[config.mk]
export PLATFORM = sky130hd
export DESIGN_NAME = ppmfb_ctrl
export DESIGN_NICKNAME = d
export VERILOG_FILES = /design/src/design/ppmfb_pkg.sv /design/src/design/ppmfb_ctrl.sv
export SDC_FILE = /design/constraint.sdc
export NUM_CORES = 1
export LEC_CHECK = 0
export BUFFER_PORTS_ARGS = -buffer_cell sky130_fd_sc_hd__buf_2
export CORE_MARGIN = 2
export CORE_UTILIZATION = 40
export CTS_CLUSTER_DIAMETER = 200
export CTS_CLUSTER_SIZE = 30
export DETAILED_ROUTE_END_ITERATION = 8
export PLACE_DENSITY = 0.68
export SLEW_MARGIN = 30
export SYNTH_ARGS = -nofsm -noshare
export SYNTH_HDL_FRONTEND = slang
export SYNTH_SLANG_ARGS = --single-unit
[constraint.sdc]
create_clock -name clk -period 2.55 [get_ports clk]
set_input_delay 0.255 -clock clk [delete_from_list [all_inputs] [get_ports clk]]
set_output_delay 0.255 -clock clk [all_outputs]
set_load 0.01 [all_outputs]
[src/design/ppmfb_pkg.sv]
// Shared types and constants for the PPM stream to framebuffer decoder.
package ppmfb_pkg;

  localparam int MAX_DIM_DEF = 4096;
  localparam int FB_W = 13;
  localparam int ADDR_W = 24;
  localparam int ACC_W = 16;

  localparam logic [FB_W-1:0] FB_WIDTH_RST = 13'd1024;
  localparam logic [FB_W-1:0] FB_HEIGHT_RST = 13'd768;

  localparam logic [1:0] REG_FB_WIDTH = 2'd0;
  localparam logic [1:0] REG_FB_HEIGHT = 2'd1;

  localparam logic [7:0] CH_P = 8'h50;
  localparam logic [7:0] CH_HASH = 8'h23;
  localparam logic [7:0] CH_ZERO = 8'h30;
  localparam logic [7:0] CH_THREE = 8'h33;
  localparam logic [7:0] CH_SIX = 8'h36;
  localparam logic [7:0] CH_NINE = 8'h39;
  localparam logic [7:0] CH_LF = 8'h0A;
  localparam logic [7:0] CH_CR = 8'h0D;
  localparam logic [7:0] FULL_SCALE = 8'd255;

  typedef enum logic [1:0] {
    KIND_PIXEL = 2'd0,
    KIND_DONE  = 2'd1,
    KIND_ERROR = 2'd2
  } kind_t;

  typedef enum logic [2:0] {
    ERR_NONE    = 3'd0,
    ERR_MAGIC   = 3'd1,
    ERR_VERSION = 3'd2,
    ERR_MAXVAL  = 3'd3,
    ERR_DIM     = 3'd4
  } err_t;

  typedef struct packed {
    logic clear;
    logic magic_scan;
    logic scan;
    logic set_bin;
    logic bin_val;
    logic ld_width;
    logic ld_height;
    logic start_div;
    logic raster_init;
    logic div_step;
    logic sample_bin;
    logic sample_tok;
    logic emit_err;
    err_t err_code;
    logic emit_done;
  } cmd_t;

  typedef struct packed {
    logic cmt;
    logic tok_end;
    logic tok_big;
    logic tok_zero;
    logic tok_over;
    logic bin;
    logic dims_zero;
    logic last_px;
    logic out_busy;
  } status_t;

endpackage

[src/design/ppmfb_ctrl.sv]
// Parse-phase controller: header sequencing, divider control and input flow.
module ppmfb_ctrl (
  input  logic              clk,
  input  logic              rst_n,
  input  logic              in_valid,
  input  logic [7:0]        in_byte_value,
  input  logic              in_start_of_file,
  output logic              in_stall,
  input  ppmfb_pkg::status_t st,
  output ppmfb_pkg::cmd_t   cmd
);

  typedef enum logic [3:0] {
    PH_MAGIC_P, PH_MAGIC_D, PH_WIDTH, PH_HEIGHT, PH_MAXVAL,
    PH_DIV, PH_POST, PH_RASTER, PH_IDLE
  } phase_t;

  phase_t     state_r, state_nxt, ph;
  logic [2:0] cnt_r, cnt_nxt;
  logic       acc;
  logic       busy;
  logic       digit;

  assign busy = (state_r == PH_DIV) || (state_r == PH_POST);
  assign in_stall = busy || st.out_busy;
  assign acc = in_valid && !in_stall;
  assign digit = (in_byte_value >= ppmfb_pkg::CH_ZERO) && (in_byte_value <= ppmfb_pkg::CH_NINE);

  always_comb begin
    cmd = '0;
    cmd.err_code = ppmfb_pkg::ERR_NONE;
    state_nxt = state_r;
    cnt_nxt = cnt_r;
    ph = in_start_of_file ? PH_MAGIC_P : state_r;
    if (state_r == PH_DIV) begin
      cmd.div_step = 1'b1;
      cnt_nxt = cnt_r + 3'd1;
      if (cnt_r == 3'd7) state_nxt = PH_POST;
    end else if (state_r == PH_POST) begin
      if (st.dims_zero) begin
        if (!st.out_busy) begin
          cmd.emit_done = 1'b1;
          state_nxt = PH_IDLE;
        end
      end else begin
        state_nxt = PH_RASTER;
      end
    end else if (acc) begin
      cmd.clear = in_start_of_file;
      state_nxt = ph;
      case (ph)
        PH_MAGIC_P: begin
          cmd.magic_scan = 1'b1;
          if (!st.cmt && in_byte_value != ppmfb_pkg::CH_HASH) begin
            if (in_byte_value == ppmfb_pkg::CH_P) begin
              state_nxt = PH_MAGIC_D;
            end else begin
              cmd.emit_err = 1'b1;
              cmd.err_code = ppmfb_pkg::ERR_MAGIC;
              state_nxt = PH_IDLE;
            end
          end
        end
        PH_MAGIC_D: begin
          if (in_byte_value == ppmfb_pkg::CH_THREE || in_byte_value == ppmfb_pkg::CH_SIX) begin
            cmd.set_bin = 1'b1;
            cmd.bin_val = (in_byte_value == ppmfb_pkg::CH_SIX);
            state_nxt = PH_WIDTH;
          end else begin
            cmd.emit_err = 1'b1;
            cmd.err_code = digit ? ppmfb_pkg::ERR_VERSION : ppmfb_pkg::ERR_MAGIC;
            state_nxt = PH_IDLE;
          end
        end
        PH_WIDTH, PH_HEIGHT: begin
          cmd.scan = 1'b1;
          if (st.tok_end) begin
            if (st.tok_big) begin
              cmd.emit_err = 1'b1;
              cmd.err_code = ppmfb_pkg::ERR_DIM;
              state_nxt = PH_IDLE;
            end else if (ph == PH_WIDTH) begin
              cmd.ld_width = 1'b1;
              state_nxt = PH_HEIGHT;
            end else begin
              cmd.ld_height = 1'b1;
              state_nxt = PH_MAXVAL;
            end
          end
        end
        PH_MAXVAL: begin
          cmd.scan = 1'b1;
          if (st.tok_end) begin
            if (st.tok_zero || st.tok_over) begin
              cmd.emit_err = 1'b1;
              cmd.err_code = ppmfb_pkg::ERR_MAXVAL;
              state_nxt = PH_IDLE;
            end else begin
              cmd.start_div = 1'b1;
              cmd.raster_init = 1'b1;
              cnt_nxt = 3'd0;
              state_nxt = PH_DIV;
            end
          end
        end
        PH_RASTER: begin
          if (st.bin) begin
            cmd.sample_bin = 1'b1;
            if (st.last_px) state_nxt = PH_IDLE;
          end else begin
            cmd.scan = 1'b1;
            if (st.tok_end) begin
              cmd.sample_tok = 1'b1;
              if (st.last_px) state_nxt = PH_IDLE;
            end
          end
        end
        default: begin
        end
      endcase
    end
  end

  always_ff @(posedge clk) begin
    if (!rst_n) begin
      state_r <= PH_MAGIC_P;
      cnt_r <= 3'd0;
    end else begin
      state_r <= state_nxt;
      cnt_r <= cnt_nxt;
    end
  end

endmodule

# Yosys cells after proc, flatten, opt, wreduce, memory -nomap -nowiden
# Cells that the tools add are included.
[word_totals]
output_inout_bits = 18
reg_bits = 7
mem_bits_ro = 0
mem_count = 0
ram_bits = 0
elab_cells = 100
latchBits = 0
input_bits = 21
[op_classes]
n_reduce_logical = 18
shifts = 0
n_bitwise = 0
addsub = 1
div_mod_pow = 0
n_mux = 61
n_eq_ne = 16
n_mul = 0
order_cmp = 2
[ops]
columns = ["operator", "n"]
rows = [
  ["$mux W4", 24],
  ["$mux W9", 3],
  ["$mux W3", 7],
  ["$mux W2", 10],
  ["$pmux W4 S5", 1],
  ["$eq A4 B3 Y1 const B", 4],
  ["$eq A8 B6 Y1 const B", 2],
  ["$pmux W4 S4", 1],
  ["$mux W6", 2],
  ["$mux W1", 11],
  ["$eq A4 B2 Y1 const B", 2],
  ["$eq A8 B7 Y1 const B", 1],
  ["$ge A8 B6 Y1 const B", 1],
  ["$le A8 B6 Y1 const B", 1],
  ["$ne A8 B6 Y1 const B", 1],
  ["$mux W7", 1],
  ["$reduce_bool A2 Y1", 3],
  ["$reduce_and A5 Y1", 1],
  ["$eq A4 B1 Y1 const B", 1],
  ["$logic_not A4 Y1", 1],
  ["$logic_or A1 B1 Y1", 4],
  ["$ne A2 B2 Y1 const B", 2],
  ["$ne A4 B4 Y1 const B", 1],
  ["$add A3 B1 Y3 const B", 1],
  ["9 further kinds", 12],
]

# Longest topological paths before layout
[depth]
ltp_word = 9
depth_mapped = 7
ltp_nobuf = 6

# Worst setup path after synthesis
# OpenSTA, ideal clock, no wires.
[synth_path]
path_kind = "reg2out"
startpoint = "reg state_r[3]"
endpoint = "out cmd[4] in the netlist's numbering"
t_arrival_ps = 1570
slack_ps = 725
t_required_ps = 2295
n_path_buf = 1
path_stages_with_launch = 7
path_cell_list = "dfxtp_1 -> buf_6 -> or4_4 -> a21oi_2 -> a21boi_2 -> nor2_1 -> a31oi_1"
[synth_lines]
columns = ["element", "line", "text"]
rows = [
  ["start, declared", "ppmfb_ctrl.sv:18", "phase_t state_r, state_nxt, ph;"],
  ["start signal, assigned", "ppmfb_ctrl.sv:129", "state_r <= state_nxt;"],
  ["end, declared", "ppmfb_ctrl.sv:10", "output ppmfb_pkg::cmd_t cmd"],
]

==> metrics.csv <==
stage,metric,value,unit
pwr,total power,0.3680,mW
grt,total track usage,22.66,%
grt,first-pass GRT wire length,5043,um
run,max cap viols,0,
logic_synthesis,adder and majority gate portion of the synthesized area,2.392,%
clock_network,CTS Hold Buffers Added,0,
outcome,status,"finished, final reports clean",
logic_synthesis,Yosys top cell by area,dfxtp_1,
clock_network,post-cts resize count,0,
logic_synthesis,post-synthesis mux area share,1.077,%
worst_setup_path,CP required,2.30,ns
worst_setup_path,critical path startpoint category,flip-flop,
pwr,switching power,0.1346,mW
pwr,power per cell area,291.2,nW/um^2
worst_setup_path,crit-path leading delay family,simple AND/OR/NAND/NOR gates,
sta,final setup skew,0.004422,ns
pwr,Gate power share,38.2,%
worst_setup_path,Reg-to-Reg End,state_r[2],
placed_design,GPL Wtd Cong,0.8873,
die,Die X,55.14,um
logic_synthesis,Syn Nets,169,
logic_synthesis,Synth cell types,53,
grt,Overflow after GRT,0,
worst_setup_path,CP cell instances,or3b_4 > nor3_1 > nor2_1 > a31oi_1 > buf_2,
pwr,peak supply drop,228.5,uV
sta,Worst-Margin Slew,0.5536,ns
sta,Tmin final,2.402,ns
pwr,Leak Pwr,0.5448,nW
min_path,hold crit path type,in2reg,
die,Initial Utilization,42.22,%
final_layout,Nets,205,
sta,relative slew slack,63.04,%
clock_network,htree depth,1,
die,Row Count,18,
pwr,register share of total power,33.5,%
pwr,power share of the clock group,28.3,%
logic_synthesis,Synth top area share,13.40,%
sta,Final Hold Fails,0,
final_layout,sequential cell area,140.1,um^2
routing,vias per inst,6.261,
final_layout,final core utilization,51.01,%
clock_network,clk_lat worst skew,0.26,ns
final_layout,area of the multi-input gates,820.8,um^2
routing,Final Routed Wirelength,3080,um
logic_synthesis,"EDFF count, synth",0,
min_path,Hold Crit Endpoint,state_r[2],
logic_synthesis,register area share after synthesis,13.40,%
logic_synthesis,Synth Area in Simple Gates,38.40,%
routing,drt wl/cell,14.60,um
worst_setup_path,RR Startpoint,state_r[2],
final_layout,final-layout fill cell count,264,
routing,DRT Pass-1 Iters,4,
clock_network,Num CTS Buffers,3,
logic_synthesis,xor/xnor share of the synthesized area,1.675,%
die,CORE AREA,2477,um^2
routing,1st-iter DRT viols,48,
logic_synthesis,Compound-Gate Fraction of Synth Area,34.57,%
sta,final max-slew violation count,0,
pwr,Sw Share,36.56,%
placed_design,I/O Buffers,38,
logic_synthesis,"Primary FF master, synth",dfxtp_1,
logic_synthesis,"FFs w/ async S/R, synth",0,%
logic_synthesis,Syn Area/Cell,7.164,um^2
final_layout,Diodes inserted,0,
clock_network,Num Clock Sinks,7,
min_path,Hold Path Origin,rst_n,
final_layout,share of post-route cells with drive strength above 1,32.04,%
placed_design,HPWL after DPL,2357,um
die,Ports,39,
clock_network,CTS tree,built,
worst_setup_path,"Slowest-stage cell, CP",dfxtp_1,
logic_synthesis,Syn Std Cell Area,1046,um^2
logic_synthesis,Yosys warnings,0,
worst_setup_path,Worst Reg-to-Reg Cells,4,
sta,RSZ-0062 raised after global routing,false,
min_path,Hold Path Cell Cnt,3,
logic_synthesis,largest family of logic cells by synthesized area,simple AND/OR/NAND/NOR gates,
sta,fmax,416.2,MHz
worst_setup_path,CP endpoint kind,output pin,
worst_setup_path,top fanout value on the critical path,15,
die,die span in y,55.14,um
die,die outline area,3040,um^2
pwr,Internal,0.2335,mW
routing,routed via count,1321,
routing,# DRC,0,
clock_network,"CTS clk-pin slew, worst paths",0.05,ns
grt,initial antenna violation count,0,
routing,DRT antenna net count,0,
logic_synthesis,largest cells by area after synthesis,"dfxtp_1, o21ai_0, nand2_1, and4bb_2, nor2b_1",
grt,vias in the first global route,1160,
final_layout,area grow syn2layout,20.81,%
worst_setup_path,"Buf+Inv Stages, Crit Path",1,
worst_setup_path,CP Depth,5,
logic_synthesis,Cells after Synth,146,
worst_setup_path,slowest cell delay on critical path,0.61,ns
worst_setup_path,Worst R2R Setup Slack,0.57,ns
sta,Final setup violation count,0,
grt,largest net degree at the start of global routing,20,
clock_network,clk root buf,clkbuf_4,
logic_synthesis,#FFs+latches synth,7,
clock_network,clock buffer depth,2,
sta,period utilization,94.21,%
worst_setup_path,worst path arrival time,2.15,ns
sta,setup_tns,0,ns
worst_setup_path,CP Class,reg2out,
clock_network,post-CTS setup buffer count,0,
[state kept, by name, indices dropped and copies added (netlist names)]
signal   cells
state_r      4
cnt_r        3
[how the worst max path moves through the flow]
stage,start,endpoint,slack [ns]
after floorplan,state_r[3],cmd[4],0.73
after global placement,state_r[0],cmd[4],0.38
after detailed placement,state_r[0],cmd[4],0.30
after CTS,state_r[0],cmd[4],0.01
after global routing,state_r[2],cmd[4],0.03
final,state_r[2],cmd[4],0.15
[final cells by class]
type,instances,area share (%)
clock buffer,4,2.079
inverter,9,2.673
multi-input combinational,121,64.95
sequential,7,11.09
tap,30,2.970
timing repair buffer,40,16.24
[worst register-to-register path: stages (launching register included)]
cell and delay, ns:
dfxtp_1 0.61, or3b_4 0.49, nor4_4 0.29, o311ai_1 0.17, a311oi_1 0.32
[stage by stage]
| step | setup slack (ns) | cells | hold slack, ns | cell area [um^2] |
|---|---|---|---|---|
| finish | 0.1476 | 211 | 0.2910 | 1264 |
| global route | 0.03028 | 211 | 0.2959 | 1264 |
| global placement | 0.3835 | 207 | 0.4624 | 1234 |
| detailed placement | 0.2994 | 207 | 0.4660 | 1234 |
| CTS | 0.01395 | 211 | 0.2845 | 1260 |
| floorplan | 0.7250 | 146 | 0.4033 | 1046 |
[synthesized netlist by cell type (all sizes together) (2+ instances only)]
| cell | instances |
|---|---|
| nand2 | 14 |
| a21boi | 4 |
| a221o | 2 |
| a22oi | 3 |
| ha | 2 |
| dfxtp | 7 |
| and4bb | 3 |
| a21oi | 8 |
| inv | 9 |
| nor4 | 6 |
| nand2b | 4 |
| a31oi | 3 |
| or3 | 2 |
| nor3b | 2 |
| buf | 8 |
| nor3 | 5 |
| a311oi | 2 |
| nand3 | 6 |
| a221oi | 2 |
| o21ai | 13 |
| nor2b | 6 |
| o32ai | 2 |
| xor2 | 2 |
| nor4b | 2 |
| and2 | 2 |
| nor2 | 8 |
[metal layers]
| metal | wire (um) | GRT usage (%) | share of wire [%] |
|---|---|---|---|
| met4 | 88 | 9.350 | 2.9 |
| met2 | 1401 | 36.90 | 45 |
| met3 | 307 | 5.914 | 10 |
| met1 | 1283 | 28.20 | 42 |
| met5 | 0 | 0 | 0 |
[kinds of logic after synthesis]
kind of cell,Yosys count
AO/OA/AOI/OAI,50
XOR/XNOR,2
adder cells (fa/ha/maj),2
buffers and inverters,18
flip-flops,7
multiplexers,1
AND/OR/NAND/NOR,66
[power groups by stage]
stage,combinational [mW],clock [mW],sequential [mW]
after CTS,0.137,0.107,0.123
after global placement,0.135,0,0.125
final,0.140,0.104,0.123
after detailed placement,0.137,0,0.125
after floorplan,0.0989,0,0.118
after global routing,0.154,0.113,0.124
[cells in the final DEF (no fill, tap or decap), drive strengths merged, types with 4 or more instances in the layout]
master | Yosys | final
a21boi | 4 | 4
nand2b | 4 | 4
nand2 | 14 | 14
o21ai | 13 | 13
inv | 9 | 9
nor3 | 5 | 5
dfxtp | 7 | 7
nor2 | 8 | 8
nor2b | 6 | 6
buf | 8 | 40
a21oi | 8 | 8
nand3 | 6 | 6
clkbuf | 1 | 4
nor4 | 6 | 6
Note: power is estimated with default switching activity, not from simulation.
