<file path="src/design/ppmfb_pkg.sv">
// Shared types and constants for the PPM stream to framebuffer decoder.
package ppmfb_pkg;

  localparam int MAX_DIM_DEF = 4096;
  localparam int FB_W = 13;
  localparam int ADDR_W = 24;
  localparam int ACC_W = 16;

  localparam logic [FB_W-1:0] FB_WIDTH_RST = 13'd1024;
  localparam logic [FB_W-1:0] FB_HEIGHT_RST = 13'd768;

  localparam logic [1:0] REG_FB_WIDTH = 2'd0;
  localparam logic [1:0] REG_FB_HEIGHT = 2'd1;

  localparam logic [7:0] CH_P = 8'h50;
  localparam logic [7:0] CH_HASH = 8'h23;
  localparam logic [7:0] CH_ZERO = 8'h30;
  localparam logic [7:0] CH_THREE = 8'h33;
  localparam logic [7:0] CH_SIX = 8'h36;
  localparam logic [7:0] CH_NINE = 8'h39;
  localparam logic [7:0] CH_LF = 8'h0A;
  localparam logic [7:0] CH_CR = 8'h0D;
  localparam logic [7:0] FULL_SCALE = 8'd255;

  typedef enum logic [1:0] {
    KIND_PIXEL = 2'd0,
    KIND_DONE  = 2'd1,
    KIND_ERROR = 2'd2
  } kind_t;

  typedef enum logic [2:0] {
    ERR_NONE    = 3'd0,
    ERR_MAGIC   = 3'd1,
    ERR_VERSION = 3'd2,
    ERR_MAXVAL  = 3'd3,
    ERR_DIM     = 3'd4
  } err_t;

  typedef struct packed {
    logic clear;
    logic magic_scan;
    logic scan;
    logic set_bin;
    logic bin_val;
    logic ld_width;
    logic ld_height;
    logic start_div;
    logic raster_init;
    logic div_step;
    logic sample_bin;
    logic sample_tok;
    logic emit_err;
    err_t err_code;
    logic emit_done;
  } cmd_t;

  typedef struct packed {
    logic cmt;
    logic tok_end;
    logic tok_big;
    logic tok_zero;
    logic tok_over;
    logic bin;
    logic dims_zero;
    logic last_px;
    logic out_busy;
  } status_t;

endpackage

</file>
<file path="src/design/ppmfb_dp.sv">
// Datapath: token scanner, header registers, scale divider, pixel packing and output word.
module ppmfb_dp #(
  parameter int MAX_DIM = ppmfb_pkg::MAX_DIM_DEF
) (
  input  logic                         clk,
  input  logic                         rst_n,
  input  logic [7:0]                   in_byte_value,
  input  logic                         cfg_we,
  input  logic [1:0]                   cfg_index,
  input  logic [ppmfb_pkg::FB_W-1:0]   cfg_data,
  input  ppmfb_pkg::cmd_t              cmd,
  output ppmfb_pkg::status_t           st,
  input  logic                         out_stall,
  output logic                         out_valid,
  output logic [1:0]                   out_result_kind,
  output logic [ppmfb_pkg::ADDR_W-1:0] out_write_address,
  output logic [23:0]                  out_pixel_word,
  output logic [2:0]                   out_error_code
);

  localparam int DW = $clog2(MAX_DIM + 1);
  localparam int CW = ((DW > ppmfb_pkg::FB_W) ? DW : ppmfb_pkg::FB_W) + 1;
  localparam int MW = DW + ppmfb_pkg::FB_W;
  localparam int AW = ppmfb_pkg::ACC_W;

  logic [ppmfb_pkg::FB_W-1:0] fbw_r, fbh_r;
  logic          bin_r, bin_nxt, cmt_r, cmt_nxt, num_r, num_nxt;
  logic [DW-1:0] w_r, w_nxt, h_r, h_nxt, col_r, col_nxt, row_r, row_nxt;
  logic [7:0]    scale_r, scale_nxt, red_r, red_nxt, grn_r, grn_nxt;
  logic [7:0]    divd_r, divd_nxt, rem_r, rem_nxt;
  logic [AW-1:0] acc_r, acc_nxt;
  logic [1:0]    chan_r, chan_nxt;
  logic          ov_r, ov_nxt;
  logic [1:0]    ok_r, ok_nxt;
  logic [23:0]   oa_r, oa_nxt, op_r, op_nxt;
  logic [2:0]    oe_r, oe_nxt;

  logic          cmt_e, num_e, bin_e;
  logic [AW-1:0] acc_e;
  logic [1:0]    chan_e;
  logic [DW-1:0] col_e, row_e, w_e, h_e;
  logic [7:0]    scale_e, red_e, grn_e;
  logic          digit, nl;
  logic [3:0]    dval;
  logic [AW+3:0] mul10;
  logic [8:0]    trial;
  logic [7:0]    smp;
  logic [15:0]   sprod;
  logic [7:0]    sc;
  logic [MW-1:0] rowmul;
  logic [23:0]   addr, word;
  logic          fb_hit, last;
  logic [DW:0]   col1, row1;

  assign digit = (in_byte_value >= ppmfb_pkg::CH_ZERO) && (in_byte_value <= ppmfb_pkg::CH_NINE);
  assign nl = (in_byte_value == ppmfb_pkg::CH_LF) || (in_byte_value == ppmfb_pkg::CH_CR);
  assign dval = 4'(in_byte_value - ppmfb_pkg::CH_ZERO);

  always_comb begin
    cmt_e   = cmd.clear ? 1'b0 : cmt_r;
    num_e   = cmd.clear ? 1'b0 : num_r;
    bin_e   = cmd.clear ? 1'b0 : bin_r;
    acc_e   = cmd.clear ? '0 : acc_r;
    chan_e  = cmd.clear ? 2'd0 : chan_r;
    col_e   = cmd.clear ? '0 : col_r;
    row_e   = cmd.clear ? '0 : row_r;
    w_e     = cmd.clear ? '0 : w_r;
    h_e     = cmd.clear ? '0 : h_r;
    scale_e = cmd.clear ? 8'd1 : scale_r;
    red_e   = cmd.clear ? 8'd0 : red_r;
    grn_e   = cmd.clear ? 8'd0 : grn_r;

    mul10 = {acc_e, 3'b000} + {2'b00, acc_e, 1'b0} + {{AW{1'b0}}, dval};
    trial = {rem_r, 1'b1};
    smp = cmd.sample_bin ? in_byte_value : acc_e[7:0];
    sprod = smp * scale_e;
    sc = sprod[7:0];
    rowmul = row_e * fbw_r;
    addr = ppmfb_pkg::ADDR_W'(rowmul + MW'(col_e));
    word = {red_e, grn_e, sc};
    fb_hit = (CW'(col_e) < CW'(fbw_r)) && (CW'(row_e) < CW'(fbh_r));
    col1 = {1'b0, col_e} + 1'b1;
    row1 = {1'b0, row_e} + 1'b1;
    last = (row1 >= {1'b0, h_e}) && (col1 >= {1'b0, w_e});

    bin_nxt = bin_e; cmt_nxt = cmt_e; num_nxt = num_e; acc_nxt = acc_e;
    w_nxt = w_e; h_nxt = h_e; col_nxt = col_e; row_nxt = row_e;
    scale_nxt = scale_e; red_nxt = red_e; grn_nxt = grn_e; chan_nxt = chan_e;
    divd_nxt = divd_r; rem_nxt = rem_r;
    ov_nxt = ov_r && out_stall;
    ok_nxt = ok_r; oa_nxt = oa_r; op_nxt = op_r; oe_nxt = oe_r;

    if (cmd.magic_scan) begin
      if (cmt_e) begin
        if (nl) cmt_nxt = 1'b0;
      end else if (in_byte_value == ppmfb_pkg::CH_HASH) begin
        cmt_nxt = 1'b1;
      end
    end

    if (cmd.scan) begin
      if (cmt_e) begin
        if (nl) cmt_nxt = 1'b0;
      end else if (digit) begin
        acc_nxt = (mul10 > (AW+4)'({AW{1'b1}})) ? {AW{1'b1}} : AW'(mul10);
        num_nxt = 1'b1;
      end else begin
        acc_nxt = '0;
        num_nxt = 1'b0;
        if (in_byte_value == ppmfb_pkg::CH_HASH) cmt_nxt = 1'b1;
      end
    end

    if (cmd.set_bin) bin_nxt = cmd.bin_val;
    if (cmd.ld_width) w_nxt = acc_e[DW-1:0];
    if (cmd.ld_height) h_nxt = acc_e[DW-1:0];

    if (cmd.start_div) begin
      divd_nxt = acc_e[7:0];
      rem_nxt = 8'd0;
      scale_nxt = 8'd0;
    end
    if (cmd.raster_init) begin
      chan_nxt = 2'd0;
      col_nxt = '0;
      row_nxt = '0;
      if (bin_e) cmt_nxt = 1'b0;
    end
    if (cmd.div_step) begin
      if (trial >= {1'b0, divd_r}) begin
        rem_nxt = 8'(trial - {1'b0, divd_r});
        scale_nxt = {scale_r[6:0], 1'b1};
      end else begin
        rem_nxt = trial[7:0];
        scale_nxt = {scale_r[6:0], 1'b0};
      end
    end

    if (cmd.sample_bin || cmd.sample_tok) begin
      case (chan_e)
        2'd0: begin
          red_nxt = sc;
          chan_nxt = 2'd1;
        end
        2'd1: begin
          grn_nxt = sc;
          chan_nxt = 2'd2;
        end
        default: begin
          chan_nxt = 2'd0;
          if (col1 >= {1'b0, w_e}) begin
            col_nxt = '0;
            row_nxt = row1[DW-1:0];
          end else begin
            col_nxt = col1[DW-1:0];
          end
          if (last || fb_hit) begin
            ov_nxt = 1'b1;
            ok_nxt = last ? ppmfb_pkg::KIND_DONE : ppmfb_pkg::KIND_PIXEL;
            oa_nxt = fb_hit ? addr : 24'd0;
            op_nxt = fb_hit ? word : 24'd0;
            oe_nxt = ppmfb_pkg::ERR_NONE;
          end
        end
      endcase
    end

    if (cmd.emit_err || cmd.emit_done) begin
      ov_nxt = 1'b1;
      ok_nxt = cmd.emit_err ? ppmfb_pkg::KIND_ERROR : ppmfb_pkg::KIND_DONE;
      oa_nxt = 24'd0;
      op_nxt = 24'd0;
      oe_nxt = cmd.emit_err ? cmd.err_code : ppmfb_pkg::ERR_NONE;
    end
  end

  always_comb begin
    st.cmt = cmt_e;
    st.tok_end = !cmt_e && !digit && num_e;
    st.tok_big = {1'b0, acc_e} > (AW+1)'(MAX_DIM);
    st.tok_zero = (acc_e == '0);
    st.tok_over = (acc_e > AW'(ppmfb_pkg::FULL_SCALE));
    st.bin = bin_e;
    st.dims_zero = (w_r == '0) || (h_r == '0);
    st.last_px = (chan_e == 2'd2) && last;
    st.out_busy = ov_r && out_stall;
  end

  always_ff @(posedge clk) begin
    if (!rst_n) begin
      fbw_r <= ppmfb_pkg::FB_WIDTH_RST;
      fbh_r <= ppmfb_pkg::FB_HEIGHT_RST;
      bin_r <= 1'b0; cmt_r <= 1'b0; num_r <= 1'b0; acc_r <= '0;
      w_r <= '0; h_r <= '0; col_r <= '0; row_r <= '0;
      scale_r <= 8'd1; red_r <= 8'd0; grn_r <= 8'd0; chan_r <= 2'd0;
      ov_r <= 1'b0;
    end else begin
      if (cfg_we && cfg_index == ppmfb_pkg::REG_FB_WIDTH) fbw_r <= cfg_data;
      if (cfg_we && cfg_index == ppmfb_pkg::REG_FB_HEIGHT) fbh_r <= cfg_data;
      bin_r <= bin_nxt; cmt_r <= cmt_nxt; num_r <= num_nxt; acc_r <= acc_nxt;
      w_r <= w_nxt; h_r <= h_nxt; col_r <= col_nxt; row_r <= row_nxt;
      scale_r <= scale_nxt; red_r <= red_nxt; grn_r <= grn_nxt; chan_r <= chan_nxt;
      ov_r <= ov_nxt;
    end
  end

  always_ff @(posedge clk) begin
    divd_r <= divd_nxt;
    rem_r <= rem_nxt;
    ok_r <= ok_nxt;
    oa_r <= oa_nxt;
    op_r <= op_nxt;
    oe_r <= oe_nxt;
  end

  assign out_valid = ov_r;
  assign out_result_kind = ok_r;
  assign out_write_address = oa_r;
  assign out_pixel_word = op_r;
  assign out_error_code = oe_r;

endmodule

</file>
<file path="config.mk">
export PLATFORM = sky130hd
export DESIGN_NAME = ppmfb_dp
export DESIGN_NICKNAME = d
export VERILOG_FILES = /design/src/design/ppmfb_pkg.sv /design/src/design/ppmfb_dp.sv
export SDC_FILE = /design/constraint.sdc
export NUM_CORES = 1
export LEC_CHECK = 0
export ABC_AREA = 1
export BUFFER_PORTS_ARGS = -buffer_cell sky130_fd_sc_hd__buf_2
export CELL_PAD_IN_SITES_DETAIL_PLACEMENT = 0
export CELL_PAD_IN_SITES_GLOBAL_PLACEMENT = 1
export CORE_MARGIN = 2
export CORE_UTILIZATION = 50
export CTS_CLUSTER_SIZE = 12
export DETAILED_ROUTE_END_ITERATION = 16
export PLACE_DENSITY_LB_ADDON = 0.1
export SYNTH_ARGS = -nofsm -noshare
export SYNTH_HDL_FRONTEND = slang
export SYNTH_SLANG_ARGS = --single-unit
</file>
<file path="constraint.sdc">
create_clock -name clk -period 13.14 [get_ports clk]
set_clock_uncertainty 0.05 [all_clocks]
set_input_delay 1.314 -clock clk [delete_from_list [all_inputs] [get_ports clk]]
set_output_delay 1.314 -clock clk [all_outputs]
set_load 0.005 [all_outputs]
</file>
# [Word-level counts from Yosys, hierarchy flattened]
# Cells that the tools add are included.
[totals] reg_bits=193 elab_cells=147 in_bits=44 output_inout_bits=63
[classes] n_mul=2 add_sub_neg=7 magnitude_cmp=10 n_eq_ne=7 n_reduce_logical=27 n_bitwise=1 n_mux=72
[ops] op="$mux 13" n=14
[ops] op="$mux 8" n=13
[ops] op="$mux 16" n=5
[ops] op="$mux 24" n=2
[ops] op="$add 13x1->14 const B" n=2
[ops] op="$ge 14x13->1" n=2
[ops] op="$logic_not 13->1" n=2
[ops] op="$lt 13x13->1" n=2
[ops] op="$add 24x13->24" n=1
[ops] op="$mul 13x13->24" n=1
[ops] op="$mux 1" n=24
[ops] op="$add 19x17->20" n=1
[ops] op="$add 20x4->20" n=1
[ops] op="$gt 20x16->1 const B" n=1
[ops] op="$eq 8x4->1 const B" n=2
[ops] op="$gt 16x13->1 const B" n=1
[ops] op="$gt 16x8->1 const B" n=1
[ops] op="$logic_not 16->1" n=1
[ops] op="$mux 2" n=8
[ops] op="$mux 3" n=5
[ops] op="$ge 9x8->1" n=1
[ops] op="$logic_and 1x1->1" n=9
[ops] op="$eq 8x6->1 const B" n=1
[ops] op="$ge 8x6->1 const B" n=1
[ops] op="other kinds (15)" n=25

# [Longest topological paths before layout]
# Gate-level depths: netlist of run 1.
[depth] ltp_word=11 depth_mapped=32 ltp_nobuf=28

# [Worst setup path after synthesis of run 1]
# OpenSTA, ideal clock, no wires.
[synth_path] path_type="input to register" startpoint="input cmd[16] (netlist name)" endpoint="register oa_r[21], in the netlist out_write_address[21]" path_buffers=5 setup_ps=114 required_time_ps=12976 stages=27 path_slack_ps=6020 t_arrival_ps=6957 cell_sequence="buf_6 -> inv_4 -> buf_6 -> buf_6 -> buf_6 -> buf_4 -> nand2_1 -> inv_1 -> nand2_1 -> fa_1 -> fa_1 -> inv_1 -> fa_1 -> fa_1 -> fa_1 -> inv_1 -> fa_1 -> inv_1 -> ha_1 -> nand2_1 -> nor3_1 -> nand4_1 -> nand3_1 -> a21oi_1 -> or2_2 -> nand3_1 -> nand2_1"
[synth_between] elab_chain_cells=6 elab_cells_between_ends=22 cone_classes="add/sub: 3; mul: 1; order compare: 4; eq/ne: 1; mux: 6; bitwise: 1; reduce/logical: 6"
[synth_lines] element="start, declared" line="ppmfb_dp.sv:11" text="input ppmfb_pkg::cmd_t cmd,"
[synth_lines] element="parallel branches: the longest is 6 deep, another holds $mul 13x13->24"
[synth_lines] element="end signal, assigned" line="ppmfb_dp.sv:211" text="oa_r <= oa_nxt;"
[synth_lines] element="end, declared" line="ppmfb_dp.sv:35" text="logic [23:0] oa_r, oa_nxt, op_r, op_nxt;"
# Several ways; the timed one is not identified.
# A chain may end at the register's enable or synchronous reset.

# [Worst setup path in the final report of run 1]
# Same ends and word-level chain as after synthesis.

==> impl_metrics.env, run 1 <==
export IMPL_status="finished clean"
export IMPL_grt_max_degree=67
export IMPL_place_port_buffers=106
export IMPL_syn_num_nets=2702
export IMPL_crit_required_ns=13.44
export IMPL_io_pins=107
export IMPL_grt_use_total_pct=27.2
export IMPL_ys_warn_count=0
export IMPL_routed_wl_mm=47.9
export IMPL_diodes=0
export IMPL_avgRoutedWirePerCell_um=16.8
export IMPL_hold_viol=0
export IMPL_layout_min_cycle_time_ns=7.55
export IMPL_cts_hold_buf=0
export IMPL_synthSimpleGateAreaFrac_pct=21.6
export IMPL_cts_tree="done"
export IMPL_rsz0062_at_grt="no"
export IMPL_clock_sinks=193
export IMPL_total_power_mw=1.40
export IMPL_path_clk_slew_ns=0.07
export IMPL_grtUsageMet3_pct=3.58
export IMPL_ant_nets=0
export IMPL_power_leakage_nw=9.49
export IMPL_final_nets=2754
export IMPL_min_path_type="flop to flop"
export IMPL_synth_area_leader_cell="dfxtp_1"
export IMPL_endpoint_kind="flop"
export IMPL_critPathKind="input pin to flop"
export IMPL_start_kind="input pin"
export IMPL_seq_area_frac_synth_pct=23.2
export IMPL_syn_to_final_growth_pct=7.76
export IMPL_grt_busiest_layer="met2"
export IMPL_first_iter_violations=1029
export IMPL_drv_cap=0
export IMPL_grt_pass1_vias=14900
export IMPL_met2_usage_pct=42.6
export IMPL_cts_buffers=17
export IMPL_place_gp_congestion=0.914
export IMPL_grt_antenna_before_repair=0
export IMPL_vias=15200
export IMPL_grt_pass1_wl_mm=78.7
export IMPL_synth_cell_types=54
export IMPL_htree_levels=4
export IMPL_synth_compound_gate_area_share_pct=11.9
export IMPL_clk_latency_ns=0.45
export IMPL_row_count=68
export IMPL_grt_overflow_total=0
export IMPL_synth_top_family_by_area="adder cells"
export IMPL_hpwl_mm=37.7
export IMPL_slew_headroom_pct=29.7
export IMPL_worstPathArrival_ns=7.85
export IMPL_worstMarginPinSlew_ns=1.05
export IMPL_synth_xor_area_share_pct=3.14
export IMPL_syn_instance_count=2329
export IMPL_cp_max_fo=44
export IMPL_period_share_pct=57.4
export IMPL_slew_viol_final=0
export IMPL_syn_area_mm2=0.0176
export IMPL_holdWs_ns=0.404
export IMPL_synth_top_area_share_pct=19.6
export IMPL_synth_area_per_cell_um2=7.55
export IMPL_cts_resized=0
export IMPL_die_area_mm2=0.0367
export IMPL_start_util_pct=50.9
export IMPL_fin_ws_ns=5.59
export IMPL_ys_dominant_reg_cell="dfxtp_1"
export IMPL_vias_per_cell=5.34
export IMPL_die_y_um=192
export IMPL_drc_errors=0
export IMPL_synthTopCellsByArea="dfxtp_1 (20%), fa_1 (16%), ha_1 (13%), nand2_1 (9.2%), inv_1 (7.8%)"
export IMPL_finalSetupTns_ns=0
export IMPL_fmax_ghz=0.132
export IMPL_synth_edf_count=21
export IMPL_cts_setup_buffers=0
export IMPL_regToRegSetupSlack_ns=7.04
export IMPL_ir_drop_uv=94.9
export IMPL_post_place_ws_ns=5.14
export IMPL_ys_ff_latch=193
export IMPL_nFillCells=3429
export IMPL_synthAdderAreaFrac_pct=29.6
export IMPL_clockRootBuffer="clkbuf_16"
export IMPL_synth_mux_area_share_pct=0
export IMPL_report_final_setup_viol=0
export IMPL_drive_gt1_share_pct=8.48
export IMPL_use_met1_pct=40.0
export IMPL_drtPass1Iterations=5
export IMPL_cts_buffer_depth=2
export IMPL_ys_async_sr_fraction_pct=0
export IMPL_coreArea_mm2=0.0345
export IMPL_power_density_mw_per_mm2=74.0
export IMPL_die_w_um=192
[cells in the mapped netlist (4+ instances only)]
cell type and n:
or2_2 4, nor2_1 221, nand3_1 135, nor4_1 12, inv_1 365, nor2_2 11
a211oi_1 13, nand4_1 20, o211ai_1 10, dfxtp_1 172, xnor2_1 21, o21ai_1 40
nand2_2 9, a21oi_1 194, a21o_1 4, buf_2 10, xor2_1 42, buf_4 5
clkinv_1 8, o21ai_0 106, nor2_4 4, nand2_1 433, edfxtp_1 21, nor3_1 18
o21bai_1 8, buf_6 9, fa_1 144, inv_2 14, ha_1 185, a31oi_1 4
clkbuf_1 56
[logic make-up (layout without fill, tap and decap cells)]
group	Yosys count	in the layout
simple gates	882	882
compound gates	392	392
buf+inv	470	534
flops	193	193
fa+ha+maj	329	329
xor+xnor	63	63
[power by group]
part	switching, mW	leakage, nW	internal, mW
clock network	0.246	0.290	0.290
logic	0.150	7.58	0.0725
registers	0.0169	1.62	0.626
total	0.413	9.49	0.988
[placed cells by master (no fill, tap or decap), types with 9 or more instances in the layout]
master,instances
nor3_1,18
nor2_1,220
buf_2,106
o21ai_1,40
nand2_1,433
fa_1,144
a211oi_1,13
buf_4,9
xnor2_1,21
o21ai_0,106
a21oi_1,194
nand3_1,135
edfxtp_1,21
xor2_1,42
nand4_1,20
clkbuf_16,18
inv_1,365
nor4_1,12
inv_2,14
o211ai_1,10
nor2_2,11
nand2_2,9
ha_1,185
dfxtp_1,172
[worst paths after layout]
check,start,end,cells after the start
max,cmd[16],out_write_address[21]$_SDFFE_PN0P_,24
min,grn_r[2]$_SDFF_PN0_,out_pixel_word[10]$_SDFFE_PN0P_,2
min reg2reg,grn_r[2]$_SDFF_PN0_,out_pixel_word[10]$_SDFFE_PN0P_,2
max reg2reg,fbw_r[9]$_SDFFE_PN0P_,out_write_address[21]$_SDFFE_PN0P_,21
[metrics by stage]
step / util, % / instances / instance area, um^2
2_1_floorplan: - / 2329 / 17600
3_3_place_gp: 53.1 / 2817 / 18400
3_5_place_dp: 53.1 / 2817 / 18400
4_1_cts: 54.8 / 2848 / 18900
5_1_grt: 54.8 / 2848 / 18900
6_report: 54.8 / 2848 / 18900
[layer usage]
metal | part of all wire, % | up-vias
met5 | 0 | -
met4 | 1.4 | 0
met3 | 6.2 | 40
met2 | 44 | 451
met1 | 49 | 7157
li1 | - | 7567
[critical path, cell delays in order]
cell and delay [ns]:
buf_2 0.08, buf_4 0.41, inv_4 0.34, nand2_1 0.43, clkinv_1 0.36, nand2_1 0.16, fa_1 0.45, fa_1 0.56
inv_1 0.06, fa_1 0.51, fa_1 0.52, fa_1 0.54, inv_1 0.05, fa_1 0.49, inv_1 0.04, ha_1 0.37
nand2_1 0.10, nor3_1 0.25, nand4_1 0.13, nand3_1 0.17, a21oi_1 0.10, or2_2 0.28, nand3_1 0.07, nand2_1 0.05
[cell type report]
cell class	instances	area [um^2]	share of cell area, %
clock buffers	22	495	2.62
well taps	455	569	3.00
flip-flops and latches	193	4070	21.5
inverters	388	1460	7.70
repair buffers	115	598	3.16
clock inverters	9	93.8	0.495
multi-input cells	1666	11700	61.5
Note: power is estimated with default switching activity, not from simulation.
==> run 2: changes to the inputs <==
CORE_UTILIZATION = 47   (was 50)
clock period = 7.2 ns   (was 13.14 ns; I/O delays follow)
==> run 2 against run 1 <==
Net effect:
- sequential power grew 82%
- die area grew 6.2%
- final cell count grew 0.77%
- utilization shrank 2.9 points
- via count grew 0.68%
- global-route usage shrank 1.1 points
- clock-buffer cell count shrank 5
- combinational power grew 84%
- sequential share of layout area shrank 0.12 points
- largest cell class unchanged
- highest routed layer is now met5
==> impl_metrics.env, run 2 (synthesized netlist as in run 1, its figures left out) <==
export IMPL_status="finished clean"
export IMPL_fmax_ghz=0.163
export IMPL_critPathKind="input pin to flop"
export IMPL_design_area_mm2=0.0190
export IMPL_ant_nets=0
export IMPL_cts_resized=0
export IMPL_drv_cap=0
export IMPL_cts_buffer_depth=2
export IMPL_diodes=0
export IMPL_crit_required_ns=7.50
export IMPL_final_nets=2762
export IMPL_drc_errors=0
export IMPL_grt_antenna_before_repair=1
export IMPL_min_path_type="flop to flop"
export IMPL_vias_per_cell=5.34
export IMPL_vias=15300
export IMPL_slew_headroom_pct=22.5
export IMPL_first_iter_violations=1160
export IMPL_cts_tree="done"
export IMPL_grt_pass1_vias=14700
export IMPL_worstPathArrival_ns=6.43
export IMPL_path_clk_slew_ns=0.07
export IMPL_avgRoutedWirePerCell_um=17.0
export IMPL_grt_overflow_total=0
export IMPL_period_share_pct=85.3
export IMPL_start_kind="input pin"
export IMPL_clk_latency_ns=0.46
export IMPL_finalSetupTns_ns=0
export IMPL_drtPass1Iterations=6
export IMPL_final_common_cell="nand2_1"
export IMPL_worstMarginPinSlew_ns=1.16
export IMPL_power_leakage_nw=9.54
export IMPL_post_place_ws_ns=0.629
export IMPL_cts_hold_buf=0
export IMPL_row_count=70
export IMPL_instances_no_fill=2870
export IMPL_hold_viol=0
export IMPL_die_area_mm2=0.0390
export IMPL_layout_min_cycle_time_ns=6.14
export IMPL_hpwl_mm=38.1
export IMPL_cp_max_fo=13
export IMPL_die_y_um=197
export IMPL_clock_sinks=193
export IMPL_final_cell_mix="nand2_1 (433), inv_1 (365), nor2_1 (220)"
export IMPL_coreArea_mm2=0.0367
export IMPL_drive_gt1_share_pct=8.83
export IMPL_grt_use_total_pct=26.1
export IMPL_cts_buffers=17
export IMPL_place_gp_congestion=0.936
export IMPL_total_power_mw=2.61
export IMPL_die_w_um=197
export IMPL_htree_levels=4
export IMPL_place_port_buffers=106
export IMPL_place_area_mm2=0.0184
export IMPL_fin_ws_ns=1.06
export IMPL_power_density_mw_per_mm2=137
export IMPL_routed_wl_mm=48.9
export IMPL_start_util_pct=47.9
export IMPL_report_final_setup_viol=0
export IMPL_grt_pass1_wl_mm=79.8
export IMPL_grt_max_degree=73
export IMPL_endpoint_kind="flop"
export IMPL_holdWs_ns=0.400
export IMPL_cts_setup_buffers=0
export IMPL_syn_to_final_growth_pct=8.36
export IMPL_slew_viol_final=0
export IMPL_rsz0062_at_grt="no"
export IMPL_ir_drop_uv=134
export IMPL_clockRootBuffer="clkbuf_16"
export IMPL_io_pins=107
export IMPL_place_detailed_instances=2838
export IMPL_fin_util_pct=51.9
==> run 2: critical path, cell delays in order <==
cell     delay (ns)
buf_2          0.15
inv_4          0.16
nand2_1        0.32
inv_2          0.31
nand2_1        0.10
fa_1           0.41
fa_1           0.54
inv_1          0.05
fa_1           0.47
fa_1           0.52
fa_1           0.55
inv_1          0.05
fa_1           0.49
inv_1          0.04
ha_1           0.37
nand2_1        0.10
nor3_1         0.26
nand4_1        0.12
nand3_1        0.19
a21oi_1        0.11
or2_2          0.28
nand3_1        0.07
nand2_1        0.05
==> run 2: report_power, final <==
group | switching, mW | internal, mW
logic | 0.274 | 0.136
clock network | 0.513 | 0.509
registers | 0.0321 | 1.14
total | 0.819 | 1.79
==> run 2: final timing paths <==
path                                        end                  start  slack [ns]  cells past startpoint
max          out_write_address[21]$_SDFFE_PN0P_                cmd[16]        1.06                     23
min             out_pixel_word[15]$_SDFFE_PN0P_    grn_r[7]$_SDFF_PN0_        0.40                      2
max reg2reg  out_write_address[21]$_SDFFE_PN0P_  fbw_r[3]$_SDFFE_PN0P_        1.10                     25
min reg2reg     out_pixel_word[15]$_SDFFE_PN0P_    grn_r[7]$_SDFF_PN0_        0.40                      2
==> run 2: cell type report <==
class,count,area (um^2)
Sequential cell,193,4070
Inverter,388,1460
Clock buffer,17,425
Fill cell,3636,17600
Tap cell,468,586
Multi-Input combinational cell,1666,11600
Timing Repair Buffer,123,658
Clock inverter,15,199
==> run 2: routing by layer <==
layer,wire length (um),GRT usage (%),part of all wire (%)
met5,9,0,0.018
met1,24200,38.9,49
met4,519,5.07,1.1
met2,21100,40.2,43
met3,3060,4.03,6.3
